### src/assert_macros.svh
// Assertion helpers shared by the RTL. Both take a clock and an active-low reset.
`ifndef ASSERT_MACROS_SVH
`define ASSERT_MACROS_SVH

`ifndef SYNTHESIS

// Property that must hold at every clock edge outside reset.
`define PFTE_ASSERT(lbl, clk, rst_n, expr) \
    lbl: assert property (@(posedge clk) disable iff (!rst_n) (expr)) \
        else $error("assertion failed");

// When the first expression holds, the second must hold in the following cycle.
`define PFTE_ASSERT_NEXT(lbl, clk, rst_n, ante, cons) \
    lbl: assert property (@(posedge clk) disable iff (!rst_n) (ante) |=> (cons)) \
        else $error("assertion failed");

`else

`define PFTE_ASSERT(lbl, clk, rst_n, expr)
`define PFTE_ASSERT_NEXT(lbl, clk, rst_n, ante, cons)

`endif

`endif

### src/pfte_pkg.sv
package pfte_pkg;

    localparam int MAX_FRAMES_DEF       = 250;
    localparam int MAX_PACKET_WORDS_DEF = 16 * 1024 * 1024;

    localparam int WORD_W = 32;
    localparam int PW_W   = 25;
    localparam int WI_W   = 25;
    localparam int FI_W   = 8;
    localparam int FSO_W  = 27;
    localparam int TRIG_W = 16;

    localparam logic [WORD_W-1:0] MAGIC_BE = 32'hCAFEBABE;
    localparam logic [WORD_W-1:0] MAGIC_LE = 32'hBEBAFECA;

    localparam logic [3:0] HDR_INNER_A = 4'hB;
    localparam logic [3:0] HDR_INNER_B = 4'h3;
    localparam logic [3:0] HDR_OUTER   = 4'hE;

    typedef enum logic [1:0] {
        PH_HEADER = 2'd0,
        PH_COUNT  = 2'd1,
        PH_TABLE  = 2'd2,
        PH_DATA   = 2'd3
    } t_phase;

    typedef enum logic [2:0] {
        ST_FOUND   = 3'd0,
        ST_NONE    = 3'd1,
        ST_SIZE    = 3'd2,
        ST_MAGIC   = 3'd3,
        ST_COUNT   = 3'd4,
        ST_LENGTH  = 3'd5,
        ST_OVERRUN = 3'd6
    } t_status;

    typedef struct packed {
        logic [WORD_W-1:0] word;
        logic [PW_W-1:0]   packet_words;
        logic              last;
    } t_in_item;

    typedef struct packed {
        logic [2:0]        status;
        logic [TRIG_W-1:0] inner_trigger;
        logic              outer_seen;
        logic [TRIG_W-1:0] outer_trigger;
    } t_out_item;

    // Length table access from the parser.
    typedef struct packed {
        logic              we;
        logic [FI_W-1:0]   waddr;
        logic [WORD_W-1:0] wdata;
        logic [FI_W-1:0]   raddr_cur;
        logic [FI_W-1:0]   raddr_nxt;
    } t_tbl_req;

    typedef struct packed {
        t_phase          phase;
        logic            decided;
        logic [FI_W-1:0] frame_index;
        logic [FI_W-1:0] frame_count;
    } t_parse_stat;

endpackage

### src/pfte_out_stage.sv
module pfte_out_stage (
    input  logic               i_clk,
    input  logic               i_rst_n,
    input  logic               i_load,
    input  pfte_pkg::t_out_item i_res,
    output logic               o_free,
    output logic               o_valid,
    input  logic               i_ready,
    output pfte_pkg::t_out_item o_item
);
    import pfte_pkg::*;

    logic      r_valid;
    t_out_item r_item;

    assign o_free  = !r_valid || i_ready;
    assign o_valid = r_valid;
    assign o_item  = r_item;

    always_ff @(posedge i_clk) begin
        if (!i_rst_n) begin
            r_valid <= 1'b0;
        end else if (i_load) begin
            r_valid <= 1'b1;
        end else if (i_ready) begin
            r_valid <= 1'b0;
        end
    end

    always_ff @(posedge i_clk) begin
        if (i_load) begin
            r_item <= i_res;
        end
    end

endmodule

### config.mk
export PLATFORM = sky130hd
export DESIGN_NAME = pfte_out_stage
export DESIGN_NICKNAME = d
export VERILOG_FILES = /design/src/assert_macros.svh /design/src/pfte_pkg.sv /design/src/pfte_out_stage.sv
export SDC_FILE = /design/constraint.sdc
export NUM_CORES = 1
export LEC_CHECK = 0
export BUFFER_PORTS_ARGS = -buffer_cell sky130_fd_sc_hd__buf_2
export CORE_MARGIN = 1.5
export CORE_UTILIZATION = 25
export CTS_BUF_LIST = sky130_fd_sc_hd__clkbuf_4 sky130_fd_sc_hd__clkbuf_8 sky130_fd_sc_hd__clkbuf_16
export DETAILED_ROUTE_END_ITERATION = 6
export HOLD_SLACK_MARGIN = 0.05
export SLEW_MARGIN = 20
export SYNTH_ARGS = -nofsm -noshare
export SYNTH_HDL_FRONTEND = slang
export SYNTH_SLANG_ARGS = --single-unit
export TNS_END_PERCENT = 30
### constraint.sdc
create_clock -name i_clk -period 0.8 [get_ports i_clk]
set_clock_uncertainty 0.05 [all_clocks]
set_input_delay 0.24 -clock i_clk [delete_from_list [all_inputs] [get_ports i_clk]]
set_output_delay 0.24 -clock i_clk [all_outputs]
set_load 0.005 [all_outputs]
==> run metrics <==
status=finished, violations left; failing checks=setup timing; Final Hold Viols=0; synth warn=0; Avg Inst Size Synth=28.25 um^2; GRT met1 Usage=8.687%; Routed Antenna Nets=0; FP Rows=24; Die W=70.23 um; met2 Use GR=14.57%; Distinct cells, synth=5; Post-Syn Nets=80; fill count=400; H-tree depth=2; Adder-Cell Fraction of Synth Area=0%; Pins Over Slew Limit=0; final setup vio count=38; Post-Synthesis Cells=40; Buf+Inv Stages, Crit Path=1; maximum vdd drop=1.008 mV; Post-Synth Simple-Gate Area=1.218%; Via density=3.944; most common cell after layout, fill and taps aside=buf_2; setup ws final=-0.2887 ns; Post-CTS Setup Inserts=0; GRT busiest layer=met2; Leak=0.7738 nW; fin nets=167; mapped cell area=1130 um^2; Starting DRT DRC Count=13; final core occ=40.63%; sequential share of the synthesized area=97.45%; synth top area cells=edfxtp_1 96%, dfxtp_1 1.8%, nand2b_4 1.2%; Die ar.=4932 um^2; mux cell area share after synthesis=0%; first-pass GRT wire length=3.367 mm; Die Y=70.23 um; most frequent cells in the layout=76 x buf_2, 36 x edfxtp_1, 5 x clkbuf_8, 2 x bufinv_16, 2 x buf_12; Max-Cap Viols=0; worst-skew pair later-pin latency=0.28 ns; CTS buffer count=5; number of global-route vias before repair=758; Area Growth Syn to Fin=56.59%; CP max FO=2; largest family of logic cells by synthesized area=simple AND/OR/NAND/NOR gates; crit end category=output pin; Overall Power=4.515 mW; CTS clock-pin slew for the worst setup and hold paths=0.07 ns; # diodes=0; initial antenna violation count=0; Yosys top cell by area=edfxtp_1; Critical Path Slowest Stage Cell=dfxtp_2; synthesized flop and latch total=37; worst slew pin tran=0.1229 ns; post-place setup slack=-0.1321 ns; post-route DRC violation count=0; WL final=2.116 mm; initial core utilization=25.95%; post-synthesis xor/xnor area fraction=0%; Worst Hold Class=in -> reg; CP max stage delay=0.36 ns; gr usage total=9.252%; critical setup path kind=reg -> out; clk buf depth=2; Yosys top cell area share=95.68%; DR vias=710; drt pass-1 iters=4; Peak Freq=0.9185 GHz; share of layout cells above drive strength 1=71.09%; Final min period=1.089 ns; Hold Buf Count CTS=0; GP Congestion=0.6946; IO Pins=78; Synth Area in Compound Gates=0.9967%; worst-path cell chain=nand2b_4, buf_6; largest net degree at the start of global routing=24; IO buf count=77; GRT met3 Usage=7.215%; final period utilization=136.1%; Post-Place Cell Area=1628 um^2; gr ovfl total=0; drt wl/cell=11.76 um; CP required=0.51 ns; Core Footprint=4354 um^2; Final Cell Area=1769 um^2; clock sinks=37; CTS tree=yes; Hold Slack=0.08206 ns; RSZ-0062 raised after global routing=true; power density over the cells=2552 nW/um^2; cell family with most CP delay=flip-flops; Critical Path Source Type=flip-flop; Worst EP arrival=0.80 ns; Rel. slew slack=91.80%; CTS root buf=clkbuf_8
repair_timing:
action,4_1_cts,5_1_grt
pin swaps,0,1
hold endpoints to repair,0,0
resized for setup,2,0
endpoints found under the setup margin,38,39
report_power, final:
group | total [mW] | internal (mW) | leakage (nW) | switching, mW
logic | 0.330 | 0.191 | 0.345 | 0.140
clock network | 1.86 | 1.24 | 0.0681 | 0.619
registers | 2.33 | 2.29 | 0.361 | 0.0345
logic make-up after synthesis:
logic type             after synthesis
buffers and inverters                1
flip-flops                          37
AO/OA/AOI/OAI                        1
AND/OR/NAND/NOR                      1
per-layer routing:
layer / up-vias / share of wire (%)
met5: - / 0
met4: 0 / 1.1
met3: 2 / 15
met2: 56 / 49
met1: 322 / 35
li1: 330 / -
worst paths after layout:
| kind | startpoint | to | slack [ns] | depth (start not counted) |
|---|---|---|---|---|
| setup / recovery | o_valid | o_free | -0.29 | 2 |
| hold / removal | i_res[15] | o_item[15] | 0.08 | 1 |
| setup reg to reg | o_valid | o_valid | 0.05 | 3 |
| hold reg to reg | o_valid | o_valid | 0.52 | 3 |
stage by stage:
stage	TNS (ns)	std cells
finish	-9.800	180
global route	-11.70	180
CTS	-10.65	180
detailed placement	-4.279	172
global placement	-3.507	172
floorplan	0	40
worst reg2reg max path, cell delays in order, from the launching register on:
cell and delay, ns:
dfxtp_2 0.36, nand2b_4 0.06, buf_4 0.13, a21boi_2 0.09
Yosys cell counts:
| cell type | number |
|---|---|
| a21boi_2 | 1 |
| dfxtp_1 | 1 |
| nand2b_4 | 1 |
| edfxtp_1 | 36 |
| inv_1 | 1 |
registers in the layout (all words and copies together), names as in the netlist:
signal / flops
o_valid: 1
o_item: 36
area by class of cell:
type / instances / area, um^2 / area share [%]
clock buffer: 5 / 68.82 / 3.890
inverter: 1 / 3.754 / 0.2122
multi-input combinational: 2 / 25.02 / 1.414
tap: 52 / 65.06 / 3.678
timing repair buffer: 80 / 439.2 / 24.82
clock inverter: 3 / 65.06 / 3.678
sequential: 37 / 1102 / 62.31
Note: power is estimated with default switching activity, not from simulation.
