**config.mk**
```make
export PLATFORM = sky130hd
export DESIGN_NAME = pfte_parser
export DESIGN_NICKNAME = d
export VERILOG_FILES = /design/src/assert_macros.svh /design/src/pfte_pkg.sv /design/src/pfte_parser.sv
export SDC_FILE = /design/constraint.sdc
export NUM_CORES = 1
export LEC_CHECK = 0
export BUFFER_PORTS_ARGS = -buffer_cell sky130_fd_sc_hd__clkbuf_2
export CAP_MARGIN = 30
export CORE_UTILIZATION = 24
export CTS_CLUSTER_SIZE = 8
export DETAILED_ROUTE_END_ITERATION = 7
export GPL_ROUTABILITY_DRIVEN = 0
export PLACE_DENSITY_LB_ADDON = 0.08
export SLEW_MARGIN = 20
export SYNTH_ARGS = -nofsm -noshare
export SYNTH_HDL_FRONTEND = slang
export SYNTH_SLANG_ARGS = --single-unit
```
**constraint.sdc**
```tcl
create_clock -name i_clk -period 21.9 [get_ports i_clk]
set_input_delay 3.285 -clock i_clk [delete_from_list [all_inputs] [get_ports i_clk]]
set_output_delay 3.285 -clock i_clk [all_outputs]
set_load 0.05 [all_outputs]
```
**src/assert_macros.svh**
```systemverilog
// Assertion helpers shared by the RTL. Both take a clock and an active-low reset.
`ifndef ASSERT_MACROS_SVH
`define ASSERT_MACROS_SVH

`ifndef SYNTHESIS

// Property that must hold at every clock edge outside reset.
`define PFTE_ASSERT(lbl, clk, rst_n, expr) \
    lbl: assert property (@(posedge clk) disable iff (!rst_n) (expr)) \
        else $error("assertion failed");

// When the first expression holds, the second must hold in the following cycle.
`define PFTE_ASSERT_NEXT(lbl, clk, rst_n, ante, cons) \
    lbl: assert property (@(posedge clk) disable iff (!rst_n) (ante) |=> (cons)) \
        else $error("assertion failed");

`else

`define PFTE_ASSERT(lbl, clk, rst_n, expr)
`define PFTE_ASSERT_NEXT(lbl, clk, rst_n, ante, cons)

`endif

`endif

```
**src/pfte_pkg.sv**
```systemverilog
package pfte_pkg;

    localparam int MAX_FRAMES_DEF       = 250;
    localparam int MAX_PACKET_WORDS_DEF = 16 * 1024 * 1024;

    localparam int WORD_W = 32;
    localparam int PW_W   = 25;
    localparam int WI_W   = 25;
    localparam int FI_W   = 8;
    localparam int FSO_W  = 27;
    localparam int TRIG_W = 16;

    localparam logic [WORD_W-1:0] MAGIC_BE = 32'hCAFEBABE;
    localparam logic [WORD_W-1:0] MAGIC_LE = 32'hBEBAFECA;

    localparam logic [3:0] HDR_INNER_A = 4'hB;
    localparam logic [3:0] HDR_INNER_B = 4'h3;
    localparam logic [3:0] HDR_OUTER   = 4'hE;

    typedef enum logic [1:0] {
        PH_HEADER = 2'd0,
        PH_COUNT  = 2'd1,
        PH_TABLE  = 2'd2,
        PH_DATA   = 2'd3
    } t_phase;

    typedef enum logic [2:0] {
        ST_FOUND   = 3'd0,
        ST_NONE    = 3'd1,
        ST_SIZE    = 3'd2,
        ST_MAGIC   = 3'd3,
        ST_COUNT   = 3'd4,
        ST_LENGTH  = 3'd5,
        ST_OVERRUN = 3'd6
    } t_status;

    typedef struct packed {
        logic [WORD_W-1:0] word;
        logic [PW_W-1:0]   packet_words;
        logic              last;
    } t_in_item;

    typedef struct packed {
        logic [2:0]        status;
        logic [TRIG_W-1:0] inner_trigger;
        logic              outer_seen;
        logic [TRIG_W-1:0] outer_trigger;
    } t_out_item;

    // Length table access from the parser.
    typedef struct packed {
        logic              we;
        logic [FI_W-1:0]   waddr;
        logic [WORD_W-1:0] wdata;
        logic [FI_W-1:0]   raddr_cur;
        logic [FI_W-1:0]   raddr_nxt;
    } t_tbl_req;

    typedef struct packed {
        t_phase          phase;
        logic            decided;
        logic [FI_W-1:0] frame_index;
        logic [FI_W-1:0] frame_count;
    } t_parse_stat;

endpackage

```
**src/pfte_parser.sv**
```systemverilog
module pfte_parser #(
    parameter int MAX_FRAMES       = pfte_pkg::MAX_FRAMES_DEF,
    parameter int MAX_PACKET_WORDS = pfte_pkg::MAX_PACKET_WORDS_DEF
) (
    input  logic                  i_clk,
    input  logic                  i_rst_n,
    input  logic                  i_step,
    input  pfte_pkg::t_in_item    i_item,
    input  logic [31:0]           i_cur_len,
    input  logic [31:0]           i_nxt_len,
    output pfte_pkg::t_tbl_req    o_tbl,
    output logic                  o_res_valid,
    output pfte_pkg::t_out_item   o_res,
    output pfte_pkg::t_parse_stat o_stat
);
    import pfte_pkg::*;

    function automatic logic length_bad(input logic [WORD_W-1:0] len);
        return (len == '0) || len[WORD_W-1];
    endfunction

    t_phase            r_phase, n_phase;
    logic              r_decided, n_decided;
    t_status           r_verdict, n_verdict;
    logic [WI_W-1:0]   r_word_index, n_word_index;
    logic [FI_W-1:0]   r_frame_count, n_frame_count;
    logic [FI_W-1:0]   r_frame_index, n_frame_index;
    logic [FSO_W-1:0]  r_fso, n_fso;
    logic [TRIG_W-1:0] r_inner, n_inner;
    logic              r_outer_seen, n_outer_seen;
    logic [TRIG_W-1:0] r_outer, n_outer;
    logic              r_first_bad, n_first_bad;

    logic [WI_W-1:0]  data_word;
    logic [FSO_W-1:0] frame_off;
    logic [FSO_W-1:0] room;
    logic [32:0]      frame_end;
    logic             overrun;
    logic [FSO_W-1:0] padded;
    logic [3:0]       hdr_type;

    // Byte offset of this word within the data area, and the data area size in words.
    assign data_word = r_word_index - WI_W'(2) - WI_W'(r_frame_count);
    assign frame_off = {data_word, 2'b00};
    assign room      = {2'b00, i_item.packet_words} - FSO_W'(2) - FSO_W'(r_frame_count);
    assign frame_end = {6'b0, r_fso} + {1'b0, i_cur_len};
    assign overrun   = room[FSO_W-1] || (frame_end > {4'b0, room, 2'b00});
    assign padded    = (i_cur_len[FSO_W-1:0] + FSO_W'(3)) & ~FSO_W'(3);
    assign hdr_type  = i_item.word[30:27];

    always_comb begin
        logic    consumed;
        logic    entered_data;
        logic    len_bad_last;
        t_status fin;

        n_phase       = r_phase;
        n_decided     = r_decided;
        n_verdict     = r_verdict;
        n_word_index  = r_word_index;
        n_frame_count = r_frame_count;
        n_frame_index = r_frame_index;
        n_fso         = r_fso;
        n_inner       = r_inner;
        n_outer_seen  = r_outer_seen;
        n_outer       = r_outer;
        n_first_bad   = r_first_bad;
        o_tbl         = '0;
        o_res_valid   = 1'b0;
        o_res         = '0;
        consumed      = 1'b0;
        entered_data  = 1'b0;
        len_bad_last  = 1'b0;
        fin           = ST_NONE;

        if (i_step) begin
            if (!r_decided) begin
                unique case (r_phase)
                    PH_HEADER: begin
                        if ((i_item.packet_words < PW_W'(2)) ||
                            (i_item.packet_words > PW_W'(MAX_PACKET_WORDS))) begin
                            n_decided = 1'b1;
                            n_verdict = ST_SIZE;
                        end else if ((i_item.word != MAGIC_BE) &&
                                     (i_item.word != MAGIC_LE)) begin
                            n_decided = 1'b1;
                            n_verdict = ST_MAGIC;
                        end else begin
                            n_phase = PH_COUNT;
                        end
                    end
                    PH_COUNT: begin
                        if ((i_item.word == '0) ||
                            (i_item.word > WORD_W'(MAX_FRAMES))) begin
                            n_decided = 1'b1;
                            n_verdict = ST_COUNT;
                        end else begin
                            n_frame_count = i_item.word[FI_W-1:0];
                            n_frame_index = '0;
                            if ({1'b0, i_item.packet_words} <
                                (26'(i_item.word[FI_W-1:0]) + 26'd2)) begin
                                n_decided = 1'b1;
                                n_verdict = ST_OVERRUN;
                            end else begin
                                n_phase = PH_TABLE;
                            end
                        end
                    end
                    PH_TABLE: begin
                        o_tbl.we      = 1'b1;
                        o_tbl.waddr   = r_frame_index;
                        o_tbl.wdata   = i_item.word;
                        // The first entry's check is kept for a packet that ends
                        // right after its table.
                        if (r_frame_index == '0) begin
                            n_first_bad = length_bad(i_item.word);
                        end
                        n_frame_index = r_frame_index + FI_W'(1);
                        if (n_frame_index >= r_frame_count) begin
                            n_phase       = PH_DATA;
                            n_frame_index = '0;
                            n_fso         = '0;
                            entered_data  = 1'b1;
                        end
                    end
                    PH_DATA: begin
                        if (r_fso == frame_off) begin
                            if (length_bad(i_cur_len)) begin
                                n_decided = 1'b1;
                                n_verdict = ST_LENGTH;
                            end else if (overrun) begin
                                n_decided = 1'b1;
                                n_verdict = ST_OVERRUN;
                            end else if (i_cur_len[1:0] != 2'b00) begin
                                n_fso    = r_fso + padded;
                                consumed = 1'b1;
                            end else if ((hdr_type == HDR_INNER_A) ||
                                         (hdr_type == HDR_INNER_B)) begin
                                n_inner   = i_item.word[TRIG_W-1:0];
                                n_decided = 1'b1;
                                n_verdict = ST_FOUND;
                            end else begin
                                if (hdr_type == HDR_OUTER) begin
                                    n_outer_seen = 1'b1;
                                    n_outer      = i_item.word[TRIG_W-1:0];
                                end
                                n_fso    = r_fso + i_cur_len[FSO_W-1:0];
                                consumed = 1'b1;
                            end
                            if (consumed) begin
                                n_frame_index = r_frame_index + FI_W'(1);
                                if (n_frame_index >= r_frame_count) begin
                                    n_decided = 1'b1;
                                    n_verdict = ST_NONE;
                                end
                            end
                        end
                    end
                endcase
            end

            if (r_word_index != '1) begin
                n_word_index = r_word_index + WI_W'(1);
            end

            if (i_item.last) begin
                // The pending frame is the first entry when this word ended the table, else the current
                // entry, or the next one when this word closed a frame.
                if (entered_data) begin
                    len_bad_last = n_first_bad;
                end else if (n_frame_index == r_frame_index) begin
                    len_bad_last = length_bad(i_cur_len);
                end else begin
                    len_bad_last = length_bad(i_nxt_len);
                end
                fin = n_verdict;
                if (!n_decided) begin
                    unique case (n_phase)
                        PH_HEADER, PH_COUNT: fin = ST_SIZE;
                        PH_TABLE:            fin = ST_OVERRUN;
                        PH_DATA:             fin = len_bad_last ? ST_LENGTH : ST_OVERRUN;
                    endcase
                end
                o_res_valid         = 1'b1;
                o_res.status        = fin;
                o_res.inner_trigger = (fin == ST_FOUND) ? n_inner : '0;
                o_res.outer_seen    = n_outer_seen;
                o_res.outer_trigger = n_outer;

                n_phase       = PH_HEADER;
                n_decided     = 1'b0;
                n_verdict     = ST_NONE;
                n_word_index  = '0;
                n_frame_count = '0;
                n_frame_index = '0;
                n_fso         = '0;
                n_inner       = '0;
                n_outer_seen  = 1'b0;
                n_outer       = '0;
            end
        end

        o_tbl.raddr_cur = n_frame_index;
        o_tbl.raddr_nxt = n_frame_index + FI_W'(1);
    end

    always_ff @(posedge i_clk) begin
        if (!i_rst_n) begin
            r_phase       <= PH_HEADER;
            r_decided     <= 1'b0;
            r_verdict     <= ST_NONE;
            r_word_index  <= '0;
            r_frame_count <= '0;
            r_frame_index <= '0;
            r_fso         <= '0;
            r_inner       <= '0;
            r_outer_seen  <= 1'b0;
            r_outer       <= '0;
        end else begin
            r_phase       <= n_phase;
            r_decided     <= n_decided;
            r_verdict     <= n_verdict;
            r_word_index  <= n_word_index;
            r_frame_count <= n_frame_count;
            r_frame_index <= n_frame_index;
            r_fso         <= n_fso;
            r_inner       <= n_inner;
            r_outer_seen  <= n_outer_seen;
            r_outer       <= n_outer;
        end
    end

    always_ff @(posedge i_clk) begin
        r_first_bad <= n_first_bad;
    end

    assign o_stat.phase       = r_phase;
    assign o_stat.decided     = r_decided;
    assign o_stat.frame_index = r_frame_index;
    assign o_stat.frame_count = r_frame_count;

endmodule

```
==> results.sh <==
export IMPL_outcome="complete, no violations"
export IMPL_async_reset_ff_share_pct=0
export IMPL_grt_first_pass_wirelength_um=81190
export IMPL_fin_total_pwr_uw=503.4
export IMPL_portBuffers=237
export IMPL_cts_root_buf="clkbuf_16"
export IMPL_maxCapViolCount=0
export IMPL_crit_fanout=11
export IMPL_clk_pin_slew_ns=0.09
export IMPL_die_area_sq_um=56510
export IMPL_num_vias=14098
export IMPL_synthCells=1815
export IMPL_antenna_found_initial=0
export IMPL_firstDrtPassIters=6
export IMPL_initial_core_util_pct=24.25
export IMPL_yosys_area_top_type="dfxtp_1"
export IMPL_clock_latency_ns=0.39
export IMPL_worst_setup_path_end_kind="output port"
export IMPL_gr_usage_all_layers_pct=18.62
export IMPL_synth_seq_area_share_pct=16.29
export IMPL_core_area_sq_um=54990
export IMPL_h_tree_depth=3
export IMPL_fin_skew_ns=0.01860
export IMPL_grt_max_degree=44
export IMPL_avgSynthCellArea_sq_um=7.347
export IMPL_die_w_um=237.7
export IMPL_wire_per_inst_um=19.45
export IMPL_cts_tree="built"
export IMPL_syn_cell_area_sq_um=13330
export IMPL_cts_buffers=9
export IMPL_grt_setup_unrepaired="false"
export IMPL_die_y_um=237.7
export IMPL_hpwl_um=43320
export IMPL_ctsHoldBuffers=0
export IMPL_dr_first_iter_drc_count=800
export IMPL_postRouteAntennaNets=0
export IMPL_cts_setup_buffers=0
export IMPL_finalWirelength_um=53380
export IMPL_worstMarginPinSlew_ns=0.9588
export IMPL_grt_pass1_vias=13485
export IMPL_drcViolationCount=0
export IMPL_synth_commonest_cells="nor2_1 (227), a21oi_1 (134), ha_1 (124), nand2_1 (123), xnor2_1 (113)"
export IMPL_nets=2243
export IMPL_syn2layout_area_growth_pct=16.27
export IMPL_io_pins=238
export IMPL_fmax_mhz=74.37
export IMPL_p_per_area_nw_per_um2=32.47
export IMPL_worst_hold_slack_ns=0.4989
export IMPL_synth_edf_count=1
export IMPL_syn_nets=2068
export IMPL_std_cell_rows=86
export IMPL_finalCriticalPeriod_ns=13.45
export IMPL_finalSetupViolations=0
export IMPL_cts_path_max_buffers=2
export IMPL_required_ns=18.62
export IMPL_max_stage_delay_ns=0.71
export IMPL_synth_top_area_share_pct=16.06
export IMPL_final_fill_count=6123
export IMPL_yosysWarnings=0
export IMPL_finalHoldViolCount=0
export IMPL_path_class="input port to output port"
export IMPL_power_leakage_nw=6.430
export IMPL_synth_most_common_cell="nor2_1"
export IMPL_hold_class="register to register"
export IMPL_max_slew_margin_rel_pct=35.60
export IMPL_crit_arrival_ns=10.16
export IMPL_yosysUniqueCellTypes=103
export IMPL_ys_ff_latch=108
export IMPL_drive_gt1_share_pct=16.49
export IMPL_grt_overflow_total=0
export IMPL_vdd_drop_max_mv=0.03452
export IMPL_startpoint_type="input port"
export IMPL_ctsResizeCount=0
export IMPL_fin_crit_sh_pct=61.40
export IMPL_path_buf_inv=2
export IMPL_slowest_stage="nor4_4"
export IMPL_maxSlewViolCount=0
export IMPL_critPathTopFamily="compound AO/OA/AOI/OAI gates"
export IMPL_yosys_top_cells_area="dfxtp_1 (16%), ha_1 (12%), xnor2_1 (7.4%)"
export IMPL_viasPerCell=5.138
export IMPL_synth_ff_type="dfxtp_1"
export IMPL_finalSetupTns_ns=0
export IMPL_numClockSinks=108
per-layer routing:
metal | vias to the layer above | share of wire [%] | GRT usage, %
met5 | - | 0 | 0
met2 | 373 | 47 | 30.94
met3 | 71 | 4.3 | 3.089
li1 | 6998 | - | -
met1 | 6656 | 46 | 24.11
met4 | 0 | 3.0 | 6.628
where the power goes:
group          leakage (nW)  switching, mW  internal (mW)
Combinational          5.41         0.0832         0.0464
Sequential            0.872        0.00192          0.197
Clock                 0.146         0.0937         0.0807
kinds of logic (layout without fill, tap and decap cells):
logic type                 count (synthesis)  after routing  share of synthesized area (%)
xor gates and xnor gates                 169            169                          11.21
buffers and inverters                    162            342                          5.020
adders and majority gates                128            128                          12.24
other                                      0              1                              0
AOI/OAI and AO/OA                        444            444                          22.60
muxes                                     40             40                          3.050
DFF                                      108            108                          16.29
and+or+nand+nor                          764            764                          29.60
placed cells by master, fill, tap and decap left out, types with 37 or more instances in the layout:
cell type / instances
inv_1: 70
clkbuf_2: 237
nor3_1: 73
mux2i_1: 38
ha_1: 124
and3_1: 61
a22oi_1: 44
nand2_1: 123
nor2_1: 225
xor2_1: 54
nand4_1: 37
a21oi_1: 134
dfxtp_1: 107
xnor2_1: 113
o21ai_0: 67
nand3_1: 61
registers in the layout, summed over array words and instances (netlist names):
| signal | cells |
|---|---|
| r_decided | 1 |
| r_first_bad | 1 |
| r_frame_count | 8 |
| r_frame_index | 8 |
| r_fso | 27 |
| r_inner | 16 |
| r_verdict | 3 |
| r_outer | 16 |
| r_phase | 2 |
| r_outer_seen | 1 |
| r_word_index | 25 |
layout make-up:
class / count / area, sq um / area share, %
Antenna cell: 1 / 2.502 / 0.01614
Clock buffer: 9 / 225.2 / 1.453
Clock inverter: 7 / 65.06 / 0.4197
Inverter: 72 / 270.3 / 1.743
Multi-Input combinational cell: 1545 / 10510 / 67.82
Sequential cell: 108 / 2172 / 14.01
Tap cell: 748 / 935.9 / 6.037
Timing Repair Buffer: 254 / 1319 / 8.506
final timing paths:
| path | from | cells after the start | slack [ns] | endpoint |
|---|---|---|---|---|
| setup / recovery | i_cur_len[0] | 30 | 8.45 | o_tbl[6] |
| hold / removal | r_outer_seen | 2 | 0.50 | r_outer_seen |
| setup reg to reg | r_fso[0] | 28 | 14.82 | r_fso[25] |
| hold reg to reg | r_outer_seen | 2 | 0.50 | r_outer_seen |
tightest hold or removal path, stage by stage, from the launching register on:
cell,delay (ns)
dfxtp_1,0.35
a21oi_1,0.04
nor2_1,0.08
per-stage QoR:
stage	instance area, sq um	utilization [%]	std cells	setup WS [ns]
floorplan	13330	-	1815	9.140
global placement	15180	27.61	2724	8.671
detailed placement	15210	27.66	2727	8.547
global route	15500	28.19	2743	7.806
CTS	15500	28.19	2743	8.501
finish	15500	28.20	2744	8.453
Note: power is estimated with default switching activity, not from simulation.
