## src/assert_macros.svh

```systemverilog
// Assertion helpers shared by the RTL. Both take a clock and an active-low reset.
`ifndef ASSERT_MACROS_SVH
`define ASSERT_MACROS_SVH

`ifndef SYNTHESIS

// Property that must hold at every clock edge outside reset.
`define PFTE_ASSERT(lbl, clk, rst_n, expr) \
    lbl: assert property (@(posedge clk) disable iff (!rst_n) (expr)) \
        else $error("assertion failed");

// When the first expression holds, the second must hold in the following cycle.
`define PFTE_ASSERT_NEXT(lbl, clk, rst_n, ante, cons) \
    lbl: assert property (@(posedge clk) disable iff (!rst_n) (ante) |=> (cons)) \
        else $error("assertion failed");

`else

`define PFTE_ASSERT(lbl, clk, rst_n, expr)
`define PFTE_ASSERT_NEXT(lbl, clk, rst_n, ante, cons)

`endif

`endif

```

## src/pfte_pkg.sv

```systemverilog
package pfte_pkg;

    localparam int MAX_FRAMES_DEF       = 250;
    localparam int MAX_PACKET_WORDS_DEF = 16 * 1024 * 1024;

    localparam int WORD_W = 32;
    localparam int PW_W   = 25;
    localparam int WI_W   = 25;
    localparam int FI_W   = 8;
    localparam int FSO_W  = 27;
    localparam int TRIG_W = 16;

    localparam logic [WORD_W-1:0] MAGIC_BE = 32'hCAFEBABE;
    localparam logic [WORD_W-1:0] MAGIC_LE = 32'hBEBAFECA;

    localparam logic [3:0] HDR_INNER_A = 4'hB;
    localparam logic [3:0] HDR_INNER_B = 4'h3;
    localparam logic [3:0] HDR_OUTER   = 4'hE;

    typedef enum logic [1:0] {
        PH_HEADER = 2'd0,
        PH_COUNT  = 2'd1,
        PH_TABLE  = 2'd2,
        PH_DATA   = 2'd3
    } t_phase;

    typedef enum logic [2:0] {
        ST_FOUND   = 3'd0,
        ST_NONE    = 3'd1,
        ST_SIZE    = 3'd2,
        ST_MAGIC   = 3'd3,
        ST_COUNT   = 3'd4,
        ST_LENGTH  = 3'd5,
        ST_OVERRUN = 3'd6
    } t_status;

    typedef struct packed {
        logic [WORD_W-1:0] word;
        logic [PW_W-1:0]   packet_words;
        logic              last;
    } t_in_item;

    typedef struct packed {
        logic [2:0]        status;
        logic [TRIG_W-1:0] inner_trigger;
        logic              outer_seen;
        logic [TRIG_W-1:0] outer_trigger;
    } t_out_item;

    // Length table access from the parser.
    typedef struct packed {
        logic              we;
        logic [FI_W-1:0]   waddr;
        logic [WORD_W-1:0] wdata;
        logic [FI_W-1:0]   raddr_cur;
        logic [FI_W-1:0]   raddr_nxt;
    } t_tbl_req;

    typedef struct packed {
        t_phase          phase;
        logic            decided;
        logic [FI_W-1:0] frame_index;
        logic [FI_W-1:0] frame_count;
    } t_parse_stat;

endpackage

```

## src/pfte_in_stage.sv

```systemverilog
module pfte_in_stage (
    input  logic              i_clk,
    input  logic              i_rst_n,
    input  logic              i_valid,
    output logic              o_ready,
    input  pfte_pkg::t_in_item i_item,
    output logic              o_valid,
    output pfte_pkg::t_in_item o_item,
    input  logic              i_pop
);
    import pfte_pkg::*;

    logic     r_valid;
    t_in_item r_item;

    assign o_ready = !r_valid || i_pop;
    assign o_valid = r_valid;
    assign o_item  = r_item;

    always_ff @(posedge i_clk) begin
        if (!i_rst_n) begin
            r_valid <= 1'b0;
        end else if (i_valid && o_ready) begin
            r_valid <= 1'b1;
        end else if (i_pop) begin
            r_valid <= 1'b0;
        end
    end

    always_ff @(posedge i_clk) begin
        if (i_valid && o_ready) begin
            r_item <= i_item;
        end
    end

endmodule

```

## config.mk

```make
export PLATFORM = sky130hd
export DESIGN_NAME = pfte_in_stage
export DESIGN_NICKNAME = d
export VERILOG_FILES = /design/src/assert_macros.svh /design/src/pfte_pkg.sv /design/src/pfte_in_stage.sv
export SDC_FILE = /design/constraint.sdc
export NUM_CORES = 1
export LEC_CHECK = 0
export ABC_AREA = 1
export BUFFER_PORTS_ARGS = -buffer_cell sky130_fd_sc_hd__buf_2
export CAP_MARGIN = 25
export CORE_AREA = 2 2 90 57
export DETAILED_ROUTE_END_ITERATION = 16
export DIE_AREA = 0 0 92 59
export PLACE_DENSITY = 0.76
export SLEW_MARGIN = 25
export SYNTH_ARGS = -nofsm -noshare
export SYNTH_HDL_FRONTEND = slang
export SYNTH_SLANG_ARGS = --single-unit
```

## constraint.sdc

```tcl
create_clock -name i_clk -period 5.2 [get_ports i_clk]
set_input_delay 0.52 -clock i_clk [delete_from_list [all_inputs] [get_ports i_clk]]
set_output_delay 0.52 -clock i_clk [all_outputs]
set_load 0.01 [all_outputs]
```

==> metrics.md, run 1 <==
| Metric | Value |
|---|---|
| Cell row count | 19 |
| Critical path arrival | about 1000 ps |
| CORE AREA | between 4000 and 5000 sq um |
| Post-synth ARST share | 0% |
| Top area cells in the synthesized netlist | edfxtp_1 97%, dfxtp_1 1.1%, a21oi_2 0.49% |
| Post-CTS setup buffer count | 0 |
| CP cell instances | nand2_2, buf_2 |
| Period utilization | 28.8% |
| Yosys warns | 0 |
| Routed WL | 3.25 mm |
| # DRC | 0 |
| Post-DRT Antenna Nets | 0 |
| Synthesis-to-layout area growth | 49.4% |
| Hold_buf cts | 0 |
| H-tree level count | 3 |
| TritonCTS clock tree | yes |
| CTS root buffer | clkbuf_8 |
| Die area | between 5000 and 6000 sq um |
| Top-Level Pins | between 100 and 150 |
| Setup CP Type | flop to output pin |
| Die H | 59 um |
| Startpoint types | flop |
| Worst path required time | 4680 ps |
| DR vias | roughly 1100 |
| Filler cells | between 300 and 400 |
| Max VDD drop | approximately 0.00022 V |
| RSZ-0062 raised after global routing | false |
| Worst-path maximum fanout | 3 |
| Unique masters post-synth | 7 |
| Vias per inst | ~4 |
| Cell count after synthesis | 65 |
| Post-Syn Area per Cell | 27.6 sq um |
| # resized after CTS | 0 |
| DR WL/cell | between 10 and 15 um |
| Design Area, Final | approximately 2700 sq um |
| Seq/Total Area, Yosys | between 90% and 100% |
| Setup violators final | 0 |
| Cell Area, Synth | 1790 sq um |
| All-Layer GR Usage | between 10% and 20% |
| Leading area contributor after synthesis | edfxtp_1 |
| Layout cell share with drive strength beyond 1 | between 60% and 70% |
| Starting Density | about two fifths |
| Congestion Overflow GR | 0 |
| Max-cap violations | 0 |
| Max frequency | 0.668 GHz |
| Vias in the first global route | around 990 |
| Rel. slew slack | a little over half |
| Global-route wire length before repair | around 4.7 mm |
| Post-synth top cells | 58 x edfxtp_1, 2 x inv_1 |
| Post-synth EDFFs | between 50 and 60 |
| Final TNS setup | 0 ps |
| Syn nets | 127 |
| Status | complete, no violations |
| Initial antenna violation count | 0 |
| CP bufs+invs | 1 |
| Max Slew Vio Count | 0 |
| Critical path's slowest cell | dfxtp_1 |
| Final hold violations | 0 |
| CP endpoint kind | output pin |
| Die W | a little over 90 um |
| Main synth FF type | edfxtp_1 |
| Synth top area share | 97.1% |
| Crit-path max cell delay | about 430 ps |
| Dpl cell area | around 2500 sq um |
| Drt first pass iters | 4 |
| Min cycle time layout | roughly 1500 ps |
| Gpl congestion | between 0.6 and 0.7 |
| CTS Sinks | 59 |
| Most common cell in the netlist | edfxtp_1 |
| Clock latency on the worst-skew pair | around 330 ps |
| Worst-path clk slew | ~60 ps |
| ANT cells | 0 |
| CTS Buffer Depth | 2 |
| FF+latch count, synth | between 50 and 60 |
| Num CTS Buffers | 9 |
| Hold Path Class | input port to flop |
| Drt initial violations | 49 |
| Leak pwr | 1.16 nW |
| Worst Skew | slightly above 4 ps |
| Port Buffers | 121 |
| Slew @ Worst Pin | around 680 ps |
| Largest net degree at the start of global routing | 59 |
| Pwr per Cell Area | roughly 380 nW/um^2 |
| CP delay by family, top | flip-flops |
| Net count, final | between 200 and 300 |
-- registers in the layout, indices dropped and copies added (netlist names) --
register and cells:
o_item 58, o_valid 1
-- final cells by class --
class | count | area, sq um | share of cell area, %
Clock buffer | 9 | 124 | 4.62
Multi-Input combinational cell | 3 | 31.3 | 1.17
Tap cell | 63 | 78.8 | 2.94
Sequential cell | 59 | 1760 | 65.8
Inverter | 3 | 11.3 | 0.420
Timing Repair Buffer | 122 | 613 | 22.9
Clock inverter | 7 | 58.8 | 2.20
-- per-layer routing --
metal,global-route usage (%),vias up,share of wire (%)
li1,-,524,-
met1,14.6,464,39
met2,15.5,87,40
met3,10.9,6,19
met4,9.59,0,1.4
met5,0,-,0
-- logic make-up (layout without fill, tap and decap cells) --
family,Yosys count,in the layout,synth area share [%]
flip-flops,59,59,98.3
buffers and inverters,3,141,0.628
AO/OA/AOI/OAI,2,2,0.767
AND/OR/NAND/NOR,1,1,0.349
-- placed cells by master (no fill, tap or decap), drive strengths merged --
| master | count |
|---|---|
| buf | 122 |
| edfxtp | 58 |
| clkbuf | 9 |
| clkinv | 5 |
| inv | 3 |
| a21oi | 2 |
| nand2 | 1 |
| clkinvlp | 1 |
| bufinv | 1 |
| dfxtp | 1 |
-- per-stage QoR --
step	util (%)	std cells	setup slack, ps	hold WS, ps	power [mW]
2_1_floorplan	-	65	1310	545	0.601
3_3_place_gp	55.3	250	3480	510	0.648
3_5_place_dp	55.3	250	3460	529	0.649
4_1_cts	59.3	266	3680	340	1.03
5_1_grt	59.3	266	3630	340	1.06
6_report	59.3	266	3700	364	1.01
-- path summary, 6_finish.rpt --
check | start | endpoint | slack [ps] | depth (start not counted)
hold / removal | i_item[33] | o_item[33]$_DFFE_PP_ | 360 | 1
setup / recovery | o_valid$_SDFFE_PN0P_ | o_ready | 3700 | 2
setup reg to reg | o_valid$_SDFFE_PN0P_ | o_item[16]$_DFFE_PP_ | 3730 | 2
hold reg to reg | o_valid$_SDFFE_PN0P_ | o_valid$_SDFFE_PN0P_ | 540 | 2
-- report_power, final --
group          switching, mW  total [mW]  internal, mW
combinational         0.0411      0.0756        0.0346
sequential           0.00626       0.562         0.556
clock                  0.161       0.375         0.214
total                  0.209        1.01         0.805
Power figures use the tool's default switching activity.
==> run 2, diff against run 1 <==
- ABC_AREA: 1 -> 0
- clock period: 5.2 -> 1.45 ns (I/O delays scaled with it)
==> run 2 against run 1 <==
Against the previous run:
- area after synthesis rose by 0.35%
- combinational power rose to 5.5 times the previous value
- synthesized cell count is 3.1% lower
- final area grew 21%
- first-iteration DRC count down 18%
- utilization is 13 points higher
- sequential cell count did not move
- clock skew rose by 1.7 ps
- count of clock-buffer cells in the layout is 2 higher
- via count up 22%
==> metrics.md, run 2 <==
| Metric | Value |
|---|---|
| Status | complete, no violations |
| Post-Syn Area per Cell | 28.6 sq um (+3.5%) |
| Max frequency | 0.910 GHz |
| Worst path required time | 1470 ps (-3210 ps) |
| Global-route wire length before repair | 6.81 mm (+46%) |
| FF+latch count, synth | 59 (unchanged) |
| Synthesis-to-layout area growth | 80.9% |
| DR vias | 1317 (+22%) |
| Layout cell share with drive strength beyond 1 | 53.3% (-15 points) |
| Crit path from | o_valid$_SDFFE_PN0P_ |
| DR WL/cell | 14.0 um (+15%) |
| Post-synth EDFFs | 58 (unchanged) |
| Min cycle time layout | ~1100 ps |
| Congestion Overflow GR | 0 (unchanged) |
| Worst-path maximum fanout | 30 (+27) |
| # resized after CTS | 0 (unchanged) |
| Final worst setup slack | 351 ps (-3350 ps) |
| Dpl cell area | 2520 sq um (+1.1%) |
| Cell count after synthesis | 63 (-3.1%) |
| Synth top area share | 96.8% (-0.34 points) |
| Net count, final | 317 (+22%) |
| Rel. slew slack | 89.4% (+35 points) |
| H-tree level count | 3 (unchanged) |
| GRT Max-Usage Layer | met2 |
| CTS root buffer | clkbuf_8 |
| Leading area contributor after synthesis | edfxtp_1 |
| Vias per inst | 4.09 (+0.64%) |
| Unique masters post-synth | 6 (-1) |
| Crit-path max cell delay | 330 ps (-100 ps) |
| Yosys warns | 0 (unchanged) |
| Critical path arrival | 1120 ps (+140 ps) |
| Worst-path clk slew | 60 ps (about the same) |
| Routed WL | 4.52 mm (+39%) |
| Pwr per Cell Area | 1100 nW/um^2 (+190%) |
| Main synth FF type | edfxtp_1 |
| Clock latency on the worst-skew pair | 320 ps (about the same) |
| ANT cells | 0 (unchanged) |
| Startpoint types | flop |
| Most common cell in the netlist | edfxtp_1 |
| # DRC | 0 (unchanged) |
| Die W | 92 um (unchanged) |
| Hold Path Class | input port to flop |
| Place WS | 357 ps (-3100 ps) |
| Initial antenna violation count | 0 (unchanged) |
| TritonCTS clock tree | yes |
| Met3 usage | 11.1% (+0.13 points) |
| CTS Sinks | 59 (unchanged) |
| Setup CP Type | flop to flop |
| Met1 usage | 18.4% (+3.8 points) |
| Max FFs per register | 58 (unchanged) |
| CP cell instances | nand2b_4, and2_4, buf_12 |
| Cell row count | 19 (unchanged) |
| Top area cells in the synthesized netlist | edfxtp_1 97%, dfxtp_1 1.1%, nand2b_4 0.76% |
| Cell Area, Synth | 1800 sq um (+0.35%) |
| Drt initial violations | 40 (-18%) |
| Design Area, Final | 3250 sq um (+21%) |
| Post-CTS setup buffer count | 0 (unchanged) |
| Starting Density | 39.8% (+0.14 points) |
| Worst R2R Start | o_valid$_SDFFE_PN0P_ |
| Commonest non-fill, non-tap cell in the layout | buf_2 |
| CTS Buffer Depth | 2 (unchanged) |
| Slew @ Worst Pin | 159 ps (-521 ps) |
| Worst Skew | 5.76 ps (+1.72 ps) |
| Hold_buf cts | 57 (+57) |
| Post-DRT Antenna Nets | 0 (unchanged) |
| Most frequent cells in the layout | 121 x buf_2, 58 x dlygate4sd3_1, 58 x edfxtp_1, 9 x clkbuf_8, 3 x clkinv_2 |
| Max Slew Vio Count | 0 (unchanged) |
| CP endpoint kind | flop |
| Final hold violations | 0 (unchanged) |
| Max-cap violations | 0 (unchanged) |
| Period utilization | between 70% and 80% |
| Top-Level Pins | 122 (unchanged) |
| Hold WS | 70.2 ps (-294 ps) |
| RSZ-0062 raised after global routing | false |
| Gpl congestion | 0.650 (+4.8%) |
| Seq/Total Area, Yosys | 97.9% (-0.34 points) |
| Post-synth ARST share | 0% (unchanged) |
| Num CTS Buffers | 9 (unchanged) |
| Die H | 59 um (unchanged) |
| Die area | 5430 sq um (unchanged) |
| Drt first pass iters | 4 (unchanged) |
| Critical path's slowest cell | dfxtp_1 |
| Worst Hold Launch | i_rst_n |
| Met2 usage | 30.4% (+15 points) |
| Max VDD drop | 0.000793 V (+260%) |
| Port Buffers | 121 (unchanged) |
| Largest net degree at the start of global routing | 31 (-47%) |
| All-Layer GR Usage | 17.9% (+5.0 points) |
| Final TNS setup | 0 ps (unchanged) |
| CORE AREA | 4520 sq um (unchanged) |
| Leak pwr | 1.41 nW (+21%) |
| Setup violators final | 0 (unchanged) |
| Syn nets | 125 (-1.6%) |
| Vias in the first global route | 1433 (+45%) |
run 2: cell count changes after synthesis:
cell	previous run	this run
a21boi_2	0	1
a21oi_2	1	0
and2_4	0	1
nand2_2	1	0
inv_2	1	0
inv_1	2	1
a21oi_1	1	0
nand2b_4	0	1
run 2: layout make-up:
type / count / area [sq um]
sequential: 59 / 1760
fill: 308 / 1260
timing repair buffer: 181 / 1230
clock buffer: 11 / 131
tap: 63 / 78.8
multi-input combinational: 3 / 33.8
clock inverter: 4 / 18.8
inverter: 1 / 3.75
run 2: through the flow:
step / utilization, % / instances / total power [mW]
3_3_place_gp: 55.9 / 249 / 2.33
2_1_floorplan: - / 63 / 2.15
5_1_grt: 72.0 / 322 / 3.76
3_5_place_dp: 55.9 / 249 / 2.34
6_report: 72.0 / 322 / 3.59
4_1_cts: 71.8 / 321 / 3.61
run 2: worst paths after layout:
check                    endpoint  cells after the start  slack, ps
min          o_valid$_SDFFE_PN0P_                      2         70
max          o_item[35]$_DFFE_PP_                      3        350
max reg2reg  o_item[35]$_DFFE_PP_                      3        350
min reg2reg  o_valid$_SDFFE_PN0P_                      2        510
run 2: where the power goes:
part	switching [mW]	total (mW)	leakage, nW	internal (mW)
logic	0.177	0.418	0.757	0.240
registers	0.0235	2.02	0.569	1.99
clock network	0.559	1.15	0.0804	0.595
run 2: metal layers:
layer	routed length, um	vias to the layer above
li1	-	635
met1	1760	590
met2	2160	87
met3	552	5
met4	53	0
met5	0	-
run 2: logic make-up after synthesis:
kind of cell	after synthesis	share of synthesized area (%)
buffers and inverters	1	0.208
DFF	59	97.9
AOI/OAI and AO/OA	1	0.626
and+or+nand+nor	2	1.25
run 2: worst max-delay path: cells and delay by family, from the launching register on:
family / cells / cell delay, ps
DFF: 1 / 330
and+or+nand+nor: 2 / 250
buffers and inverters: 1 / 190
==> run 3, diff against run 2 <==
- clock period: 1.45 -> 1.1 ns (I/O delays scaled with it)
==> run 3 against run 2 <==
Against the previous run:
- combinational power rose by 35%
- critical endpoint is now o_item[32]$_DFFE_PP_
- routed wire length grew 8.4%
- utilization up 1.8 points
- critical path type unchanged
- largest cell class unchanged
- non-clock buffer count is 2 higher
- hold slack improved by 1.8 ps
- clock skew grew 1.7 ps
- sequential cell count unchanged
- first-iteration DRC count is 25% lower
- fmax about the same
- global-route usage grew 1.7 points
==> metrics.md, run 3 (synthesized netlist as in run 2, its figures left out) <==
| Metric | Value |
|---|---|
| Leak pwr | 1.45 nW (+2.7%) |
| Post-Place Cells | 249 (unchanged) |
| Die H | 59 um (unchanged) |
| Port Buffers | 121 (unchanged) |
| Pwr per Cell Area | 1580 nW/um^2 (+43%) |
| Max Slew Vio Count | 0 (unchanged) |
| Gpl congestion | 0.672 (+3.4%) |
| Worst setup endpoint | o_item[32]$_DFFE_PP_ |
| CTS root buffer | clkbuf_8 |
| Flop2flop setup slack | 2 ps (-350 ps) |
| Setup CP Type | flop to flop |
| Starting Density | 39.8% (unchanged) |
| Congestion Overflow GR | 0 (unchanged) |
| Period utilization | 99.8% (+24 points) |
| Worst flop-to-flop path endpoint | o_item[32]$_DFFE_PP_ |
| Clock latency on the worst-skew pair | 330 ps (about the same) |
| Startpoint types | flop |
| Routed WL | 4.90 mm (+8.4%) |
| Final TNS setup | 0 ps (unchanged) |
| ANT cells | 0 (unchanged) |
| RSZ-0062 raised after global routing | true |
| DR vias | 1353 (+2.7%) |
| # DRC | 0 (unchanged) |
| Post-CTS setup buffer count | 0 (unchanged) |
| DR WL/cell | 15.1 um (+7.4%) |
| Worst-path maximum fanout | 30 (unchanged) |
| Critical path's slowest cell | dfxtp_2 |
| Max VDD drop | 0.00105 V (+33%) |
| Vias in the first global route | 1493 (+4.2%) |
| CP cell instances | nand2b_4, and2_4, buf_12 |
| CP endpoint kind | flop |
| Commonest non-fill, non-tap cell in the layout | buf_2 |
| Hold Path Class | input port to flop |
| CORE AREA | 4520 sq um (unchanged) |
| Net count, final | 319 (+0.63%) |
| Rel. slew slack | 89.4% (about the same) |
| Drt initial violations | 30 (-25%) |
| Critical path arrival | 1130 ps (about the same) |
| Worst Skew | 7.49 ps (+1.73 ps) |
| TritonCTS clock tree | yes |
| Worst-path clk slew | 60 ps (about the same) |
| Cell row count | 19 (unchanged) |
| Post-DRT Antenna Nets | 0 (unchanged) |
| Layout cell share with drive strength beyond 1 | 53.4% (+0.15 points) |
| Largest net degree at the start of global routing | 31 (unchanged) |
| Setup violators final | 0 (unchanged) |
| Slew @ Worst Pin | 159 ps (-0.584 ps) |
| Crit-path max cell delay | 340 ps (about the same) |
| Worst R2R Start | o_valid$_SDFFE_PN0P_ |
| Min cycle time layout | 1100 ps (-1.08 ps) |
| Die W | 92 um (unchanged) |
| Most frequent cells in the layout | 121 x buf_2, 59 x dlygate4sd3_1, 58 x edfxtp_1, 9 x clkbuf_8 |
| Filler cells | 284 (-7.8%) |
| Detailed Place HPWL | 2.70 mm |
| CTS Buffer Depth | 2 (unchanged) |
| Synthesis-to-layout area growth | 85.4% |
| Die area | 5430 sq um (unchanged) |
| Max FFs per register | 58 (unchanged) |
| Status | complete, no violations |
| Max-cap violations | 0 (unchanged) |
| Num CTS Buffers | 9 (unchanged) |
| CTS Sinks | 59 (unchanged) |
| Post-route insts no fill | 325 (+0.93%) |
| Finished Core Util | 73.9% (+1.8 points) |
| Drt first pass iters | 4 (unchanged) |
| Crit path from | o_valid$_SDFFE_PN0P_ |
| R2r worst-path depth | 3 (unchanged) |
| Worst path required time | 1130 ps (-340 ps) |
| Top-Level Pins | 122 (unchanged) |
| Initial antenna violation count | 0 (unchanged) |
| All-Layer GR Usage | 19.6% (+1.7 points) |
| Max frequency | 0.911 GHz (about the same) |
| Global-route wire length before repair | 7.31 mm (+7.4%) |
| Vias per inst | 4.16 (+1.8%) |
| Final hold violations | 0 (unchanged) |
| H-tree level count | 3 (unchanged) |
## run 3: layout make-up
| cell class | count | area [sq um] | share of cell area [%] |
|---|---|---|---|
| Sequential cell | 59 | 1760 | 52.9 |
| Timing Repair Buffer | 183 | 1250 | 37.4 |
| Clock buffer | 10 | 128 | 3.83 |
| Clock inverter | 6 | 80.1 | 2.40 |
| Tap cell | 63 | 78.8 | 2.36 |
| Multi-Input combinational cell | 3 | 33.8 | 1.01 |
| Inverter | 1 | 3.75 | 0.113 |
## run 3: worst max-delay path: cells and delay by family, from the launching register on
family	cells	cell delay [ps]
buffers and inverters	1	200
DFF	1	340
and+or+nand+nor	2	250
## run 3: where the power goes
part           internal, mW  switching (mW)
clock network          1.25           0.784
registers              2.63          0.0368
logic                 0.322           0.240
total                  4.20            1.06
## run 3: what timing repair did
action                                  4_1_cts  5_1_grt
endpoints found under the setup margin        0       58
endpoints found under the hold margin        59        0
hold buffers                                 60        0
resized for setup                             0        1
## run 3: how the worst min path moves through the flow
stage / start / end / cells after the start
6_report: i_pop / o_valid$_SDFFE_PN0P_ / 3
5_1_grt: i_pop / o_valid$_SDFFE_PN0P_ / 3
4_1_cts: i_pop / o_valid$_SDFFE_PN0P_ / 3
3_5_place_dp: i_item[20] / o_item[20]$_DFFE_PP_ / 1
3_3_place_gp: i_item[10] / o_item[10]$_DFFE_PP_ / 1
2_1_floorplan: i_item[0] / o_item[0]$_DFFE_PP_ / 0
## run 3: stage by stage
| stage | power (mW) | setup slack (ps) | hold WS, ps | cell area, sq um |
|---|---|---|---|---|
| global route | 5.44 | -27.8 | 77.1 | 3340 |
| global placement | 3.08 | 45.7 | 286 | 2520 |
| floorplan | 2.83 | -208 | 209 | 1800 |
| CTS | 5.32 | 23.1 | 32.7 | 3330 |
| detailed placement | 3.09 | 33.9 | 288 | 2520 |
| finish | 5.27 | 2.03 | 72.0 | 3340 |
## run 3: metal layers
metal,vias up,wire [um],global-route usage (%)
met5,-,0,0
met4,0,128,11.9
met3,12,463,9.16
met2,81,2500,33.6
met1,621,1810,20.0
li1,639,-,-
